===== src/design/hclb_pkg.sv =====
// ----------------------------------------------------------------------------
// Huffman code length builder package
// Action codes, result kinds, field widths and the queued item type shared by
// the front and back parts of the block.
// ----------------------------------------------------------------------------
package hclb_pkg;

    localparam logic [1:0] ACT_BYTE  = 2'd0;
    localparam logic [1:0] ACT_READ  = 2'd1;
    localparam logic [1:0] ACT_CLEAR = 2'd2;
    localparam logic [1:0] ACT_NONE  = 2'd3;

    localparam logic KIND_TOTALS = 1'b0;
    localparam logic KIND_ENTRY  = 1'b1;

    localparam int UNC_W   = 27;
    localparam int COMP_W  = 27;
    localparam int FREQ_W  = 24;
    localparam int LEN_W   = 7;
    localparam int TOTAL_W = 24;

    localparam logic [LEN_W-1:0]   LEN_MAX   = 7'd127;
    localparam logic [FREQ_W-1:0]  FREQ_MAX  = 24'hFFFFFF;
    localparam logic [COMP_W-1:0]  COMP_MAX  = 27'h7FFFFFF;
    localparam logic [TOTAL_W-1:0] TOTAL_MAX = 24'hFFFFFF;

    typedef struct packed {
        logic [1:0] op;
        logic       last;
        logic       in_range;
        logic [7:0] byte_value;
        logic [6:0] symbol;
    } item_t;

endpackage


===== src/design/hclb_front.sv =====
// ----------------------------------------------------------------------------
// Huffman code length builder front part
// Accepts input transfers, classifies them and holds them in a two-entry queue.
// ----------------------------------------------------------------------------
module hclb_front #(
    parameter int SYMBOLS = 128
) (
    input  logic                aclk,
    input  logic                aresetn,
    input  logic                s_valid,
    output logic                s_ready,
    input  logic [1:0]          s_action,
    input  logic [7:0]          s_byte_value,
    input  logic                s_last,
    input  logic [6:0]          s_symbol,
    output logic                q_valid,
    output hclb_pkg::item_t     q_item,
    input  logic                q_pop
);

    hclb_pkg::item_t in_item;
    hclb_pkg::item_t fifo_reg [2];
    logic            wr_ptr_reg, wr_ptr_next;
    logic            rd_ptr_reg, rd_ptr_next;
    logic [1:0]      cnt_reg, cnt_next;
    logic            push;

    always_comb begin
        in_item.op         = s_action;
        in_item.last       = (s_action == hclb_pkg::ACT_BYTE) && s_last;
        in_item.byte_value = s_byte_value;
        in_item.symbol     = s_symbol;
        unique case (s_action)
            hclb_pkg::ACT_BYTE: in_item.in_range = 32'(s_byte_value) < SYMBOLS;
            hclb_pkg::ACT_READ: in_item.in_range = 32'(s_symbol) < SYMBOLS;
            default:            in_item.in_range = 1'b0;
        endcase
    end

    assign s_ready = cnt_reg != 2'd2;
    assign push    = s_valid && s_ready;
    assign q_valid = cnt_reg != 2'd0;
    assign q_item  = fifo_reg[rd_ptr_reg];

    always_comb begin
        wr_ptr_next = wr_ptr_reg;
        rd_ptr_next = rd_ptr_reg;
        cnt_next    = cnt_reg;
        if (push) begin
            wr_ptr_next = ~wr_ptr_reg;
        end
        if (q_pop) begin
            rd_ptr_next = ~rd_ptr_reg;
        end
        if (push && !q_pop) begin
            cnt_next = cnt_reg + 2'd1;
        end else if (!push && q_pop) begin
            cnt_next = cnt_reg - 2'd1;
        end
    end

    always_ff @(posedge aclk) begin
        if (!aresetn) begin
            wr_ptr_reg <= 1'b0;
            rd_ptr_reg <= 1'b0;
            cnt_reg    <= 2'd0;
        end else begin
            wr_ptr_reg <= wr_ptr_next;
            rd_ptr_reg <= rd_ptr_next;
            cnt_reg    <= cnt_next;
        end
    end

    always_ff @(posedge aclk) begin
        if (push) begin
            fifo_reg[wr_ptr_reg] <= in_item;
        end
    end

endmodule


===== config.mk =====
export PLATFORM = sky130hd
export DESIGN_NAME = hclb_front
export DESIGN_NICKNAME = d
export VERILOG_FILES = /design/src/design/hclb_pkg.sv /design/src/design/hclb_front.sv
export SDC_FILE = /design/constraint.sdc
export NUM_CORES = 1
export LEC_CHECK = 0
export BUFFER_PORTS_ARGS = -buffer_cell sky130_fd_sc_hd__buf_2
export CORE_ASPECT_RATIO = 1.25
export CORE_UTILIZATION = 46
export DETAILED_ROUTE_END_ITERATION = 7
export PLACE_DENSITY = 0.74
export SYNTH_ARGS = -nofsm -noshare
export SYNTH_HDL_FRONTEND = slang
export SYNTH_SLANG_ARGS = --single-unit

===== constraint.sdc =====
create_clock -name aclk -period 1.4 [get_ports aclk]
set_input_delay 0.14 -clock aclk [delete_from_list [all_inputs] [get_ports aclk]]
set_output_delay 0.14 -clock aclk [all_outputs]
set_load 0.005 [all_outputs]

-- Yosys cells after proc, flatten, opt, wreduce, memory -nomap -nowiden
Memories as Yosys holds them, arrays and structs flattened. A register that Yosys moved wholly into a read port is not among the register bits.
Cells that the tools add are included.
- mux-type cells: 7
- $lt $le $gt $ge: 1
- reductions and logical operators: 9
- add/subtract/negate cells: 2
- equal/unequal tests: 2
- bitwise operators: 2
- operators with widths (operator ; count):
    < comparator 8 bit (second input constant) ; 1
    logical AND 1 bit ; 4
    two-way mux 1 bit ; 4
    two-way mux 2 bit ; 2
    nonzero test 2 bit ; 2
    adder 2 x 1 -> 2 bit (second input constant) ; 1
    equality test 2 x 1 -> 1 bit (second input constant) ; 1
    zero test 1 bit ; 2
    zero test 2 bit ; 1
    inequality test 2 bit (second input constant) ; 1
    inverter 1 bit ; 2
    one-hot mux 1 bit (2 select lines) ; 1
    subtractor 2 x 1 -> 2 bit (second input constant) ; 1
- word-level logic and storage cells: 27
- bits in writable memories: 38
- output and inout bits: 21
- register bits after elaboration: 4
- memories kept: 1
- bits of input ports: 22
- memory list (memory ; words ; bits a word ; read ports ; clocked after Yosys merged registers in ; write ports ; RTL line ; RTL):
    fifo_reg ; 2 ; 19 ; 1 ; 1 ; 1 ; hclb_front.sv:22 ; hclb_pkg::item_t fifo_reg [2];

-- Logic depth before layout (Yosys ltp)
- word-level depth: 6
- mapped depth: 6
- mapped depth without buffers: 6

-- Worst setup path before layout
OpenSTA, ideal clock, no wires.
- kind: register -> register
- start: reg cnt_reg[0]
- end: mem fifo_reg[1][0] (netlist name) (enable)
- period minus slack after synthesis: 1455 ps
- arrival time: 1078 ps
- path slack: -55 ps
- path buffers: 0
- library setup time: 377 ps
- required time: 1023 ps
- cell stages (with the launch flop): 3
- cells stage by stage: dfxtp_1 nand2b_4 and3_1
- longest elaborated chain between the ends: 4
- ends and longest elaborated chain (item ; RTL line ; RTL):
    from (decl) ; hclb_front.sv:25 ; logic [1:0] cnt_reg, cnt_next;
    from (signal assigned) ; hclb_front.sv:70 ; cnt_reg <= cnt_next;
    inequality test 2 bit ; hclb_front.sv:40 ; assign s_ready = cnt_reg != 2'd2;
    named net s_ready ; hclb_front.sv:11 ; output logic s_ready,
    logical AND 1 bit ; hclb_front.sv:41 ; assign push = s_valid && s_ready;
    two-way mux 1 bit ; hclb_front.sv:75 ; if (push) begin
    two-way mux 1 bit (not written as such) ; hclb_front.sv:76 ; fifo_reg[wr_ptr_reg] <= in_item;
    to (decl) ; hclb_front.sv:22 ;
The timed path passes the listed nets, and every way through them passes these cells.

-- Worst setup path after layout
- start: reg cnt_reg[0]
- end: reg cnt_reg[1]
- longest elaborated chain between the ends: 5
- elaborated cells on any way between the ends: 10
- those cells by class: add/sub: 2; eq/ne: 1; mux: 2; reduce/logical: 5
- ends and longest elaborated chain (item):
    parallel branches: the longest is 5 deep, another holds subtractor 2 x 1 -> 2 bit
Several ways; the timed one is not identified. The select of a mux whose other input is x is not followed.
A chain may end at the register's enable or synchronous reset.

==> results_tabular.tex <==
\begin{tabular}{lr}
\hline
Metric & Value \\
\hline
\multicolumn{2}{l}{\textbf{Run status}} \\
\quad Status & finished, violations left \\
\quad Violated checks & negative setup slack \\
\multicolumn{2}{l}{\textbf{STA}} \\
\quad Worst hold margin & $\sim$0.034 ns \\
\quad Total negative slack & -0.08175 ns \\
\quad Final setup violation count & 12 \\
\quad Max-Slew Margin vs Limit & 69.88\% \\
\quad Slew @ Worst Pin & roughly 0.45 ns \\
\quad Shortest clock period the worst path allows after layout & 1.433 ns \\
\quad Highest clock frequency the design can meet & 697.6 MHz \\
\quad Count of final max-slew check failures & 0 \\
\quad Worst clock skew & 0.01242 ns \\
\quad Count of final hold-check violations & 0 \\
\quad Final WS setup & -0.03339 ns \\
\quad Final worst path period share & 102.4\% \\
\quad Setup repair after global routing missed its margin & yes \\
\multicolumn{2}{l}{\textbf{Clocking}} \\
\quad Total CTS buffers & 5 \\
\quad Hold Buf Count CTS & 0 \\
\quad H-tree depth & 2 \\
\quad Clock root buffer & sky130\_fd\_sc\_hd\_\_clkbuf\_8 \\
\quad Clock tree from TritonCTS & done \\
\quad Clock sink count & 43 \\
\quad Number of buffers on the longest clock path & 2 \\
\quad Post-CTS setup-driven buffer insertion count & 0 \\
\quad Reg clk slew, reported paths & 0.08 ns \\
\quad Latest clock arrival within the worst-skew pair & 0.29 ns \\
\multicolumn{2}{l}{\textbf{Yosys}} \\
\quad Synth Cell Area & 0.001628 sq mm \\
\quad Share of async-settable or async-resettable flops after synthesis & 0\% \\
\quad Sequential fraction of the synthesis area & 76.25\% \\
\quad Synth Instances & 86 \\
\quad Predominant post-synthesis flop cell & sky130\_fd\_sc\_hd\_\_edfxtp\_1 \\
\quad Yosys warning count & 0 \\
\quad Number of enable flip-flop cells after synthesis & 38 \\
\quad Mean post-synth cell area & 18.93 sq um \\
\quad Flop and latch count out of synthesis & 43 \\
\quad Syn\_nets & 109 \\
\quad Count of cell types in the netlist & 20 \\
\multicolumn{2}{l}{\textbf{Global route}} \\
\quad Fraction of met3 tracks used by global routing & 5.970\% \\
\quad Via count of the first global-routing pass & 930 \\
\quad Pin count of the biggest net entering global routing & 20 \\
\quad Wire length of the first global-routing pass & 4505 um \\
\quad GR peak layer & met2 \\
\quad Met1 Resource Use GR & 18.08\% \\
\quad Remaining Overflow, GRT & 0 \\
\quad Antenna violations before repair & 0 \\
\quad GRT met2 Usage & 29.67\% \\
\quad Aggregate global-route resource usage & about 17\% \\
\multicolumn{2}{l}{\textbf{Placed design}} \\
\quad Total instance count after detailed placement & 168 \\
\quad Placed wire-length estimate & between 1500 and 2000 um \\
\quad Pre-CTS worst setup slack & -0.07551 ns \\
\quad Cell area reported after detailed placement & a little under 0.002 sq mm \\
\quad GP Congestion & 0.7222 \\
\quad Number of port buffers & 42 \\
\multicolumn{2}{l}{\textbf{Floorplanning}} \\
\quad Die area & 0.003782 sq mm \\
\quad CORE AREA & 0.003281 sq mm \\
\quad Die width & between 50 and 60 um \\
\quad Starting density of the core & 49.62\% \\
\quad Number of placement rows & 23 \\
\quad I/O pin total & 43 \\
\quad Height of the die & 68.51 um \\
\multicolumn{2}{l}{\textbf{Worst setup path}} \\
\quad Kind of cell adding the most delay to the critical path & simple AND/OR/NAND/NOR gates \\
\quad Buffering stage count on the worst path with inverters included & 0 \\
\quad Kind of start point of the critical path & register \\
\quad Crit path arrival time & 1.65 ns \\
\quad Slowest cell delay on critical path & 0.32 ns \\
\quad Reg2Reg Setup Slack & -0.03 ns \\
\quad Data required time at the worst endpoint & 1.61 ns \\
\quad Slowest cell on crit path & sky130\_fd\_sc\_hd\_\_dfxtp\_2 \\
\quad Cell-by-cell listing of the critical path & nand2b\_4, and2\_4, ha\_4, xor2\_2, or3\_1, a21boi\_2 \\
\quad CP Max Fanout & 5 \\
\quad Critical path capture point type & register \\
\quad Critical path start-end classification & register to register \\
\multicolumn{2}{l}{\textbf{Cells and area}} \\
\quad Footprint of the flip-flops and latches & 0.001247 sq mm \\
\quad Share of final-layout standard cells stronger than drive strength 1 & 60.28\% \\
\quad Layout-stage area growth over the synthesis result & 40.20\% \\
\quad Area of all placed cells without fillers & 0.002282 sq mm \\
\quad Footprint of the multi-input gates & 459.2 sq um \\
\quad Antenna diode instance count & 0 \\
\quad Number of nets at the end of the flow & 163 \\
\quad Flip-flop count of the largest register after layout & 38 \\
\quad Number of cells in the finished layout apart from fillers & 178 \\
\quad FILL cells & roughly 230 \\
\multicolumn{2}{l}{\textbf{Routing}} \\
\quad Post-detailed-routing wire length & 3133 um \\
\quad Routed WL per cell & 17.60 um \\
\quad First-pass iteration count of the detailed router & 4 \\
\quad Post-detailed-route DRC marker count & 0 \\
\quad Initial drt markers & 27 \\
\quad Detailed-route via count & 931 \\
\quad Via-to-Cell Ratio & 5.230 \\
\quad Antenna-violating nets left & 0 \\
\multicolumn{2}{l}{\textbf{Min path}} \\
\quad Min-delay worst type & input port to register \\
\multicolumn{2}{l}{\textbf{Power}} \\
\quad Leak pwr & 0.9265 nW \\
\quad VDD IR max & a little under 0.9 mV \\
\quad Areal power density over the cells & 1413 mW/mm\^{}2 \\
\multicolumn{2}{l}{\textbf{Job}} \\
\quad Number of max-capacitance violations reported & 0 \\
\hline
\end{tabular}
## synth_stat cells (all sizes together), types with 2 or more instances
cell type | number | share of area (%)
a21boi | 2 | 0.92
edfxtp | 38 | 70
inv | 3 | 0.69
dfxtp | 5 | 6.1
buf | 2 | 0.92
mux2 | 19 | 13
and2 | 4 | 1.5
xor2 | 2 | 1.1
## report_power, final
group | internal (mW) | leakage, nW | total, mW | switching (mW)
combinational | 0.428 | 0.476 | 0.699 | 0.271
sequential | 1.55 | 0.398 | 1.61 | 0.0548
clock | 0.534 | 0.0524 | 0.918 | 0.385
## timing repair
item | in CTS | in global routing
resized for setup | 18 | 30
pin swaps | 2 | 0
cloned | 1 | 1
setup endpoints to repair | 20 | 20
## area by class of cell
cell class	instances	share of cell area, %
sequential	43	54.66
clock inverter	1	1.316
multi-input combinational	38	20.12
tap	37	2.029
timing repair buffer	49	18.04
inverter	3	0.4934
clock buffer	7	3.344
## worst paths after layout
kind                         from             end  depth (start not counted)
setup / recovery       cnt_reg[0]      cnt_reg[1]                          6
hold / removal    s_byte_value[1]  fifo_reg[0][8]                          1
setup reg to reg       cnt_reg[0]      cnt_reg[1]                          6
hold reg to reg        cnt_reg[1]      cnt_reg[1]                          2
## cells in the final DEF, fill, tap and decap left out, types with 2 or more instances in the layout
master and count:
sky130_fd_sc_hd__and2_1 3, sky130_fd_sc_hd__mux2_4 19, sky130_fd_sc_hd__buf_8 2, sky130_fd_sc_hd__clkbuf_1 2
sky130_fd_sc_hd__inv_1 3, sky130_fd_sc_hd__buf_4 3, sky130_fd_sc_hd__dfxtp_2 2, sky130_fd_sc_hd__buf_6 19
sky130_fd_sc_hd__clkbuf_8 5, sky130_fd_sc_hd__edfxtp_1 38, sky130_fd_sc_hd__buf_2 24, sky130_fd_sc_hd__dfxtp_1 2
## cells by family (layout without fill, tap and decap cells)
family	count (synthesis)	count (layout)	synth area share, %
XOR/XNOR	3	3	1.614
buffers and inverters	5	60	1.614
flip-flops	43	43	76.25
adder cells (fa/ha/maj)	1	1	0.7685
multiplexers	19	19	13.14
AND/OR/NAND/NOR	10	10	4.459
AO/OA/AOI/OAI	5	5	2.152
## routing by layer
metal | part of all wire (%) | vias to the layer above
met5 | 0 | -
met4 | 1.8 | 0
met3 | 4.8 | 7
met2 | 55 | 36
met1 | 39 | 455
li1 | - | 433
## worst register-to-register path, stage by stage, from the launching register on
cell	delay, ns
sky130_fd_sc_hd__dfxtp_2	0.32
sky130_fd_sc_hd__nand2b_4	0.15
sky130_fd_sc_hd__and2_4	0.15
sky130_fd_sc_hd__ha_4	0.16
sky130_fd_sc_hd__xor2_2	0.14
sky130_fd_sc_hd__or3_1	0.32
sky130_fd_sc_hd__a21boi_2	0.12
## stage by stage
step | util, % | power, mW
after floorplan | - | 1.889
after global placement | 58.66 | 2.081
after detailed placement | 58.66 | 2.118
after CTS | 63.88 | 3.079
after global routing | 69.57 | 3.353
final | 69.57 | 3.224
No activity file was read; power rests on OpenSTA's default activity.
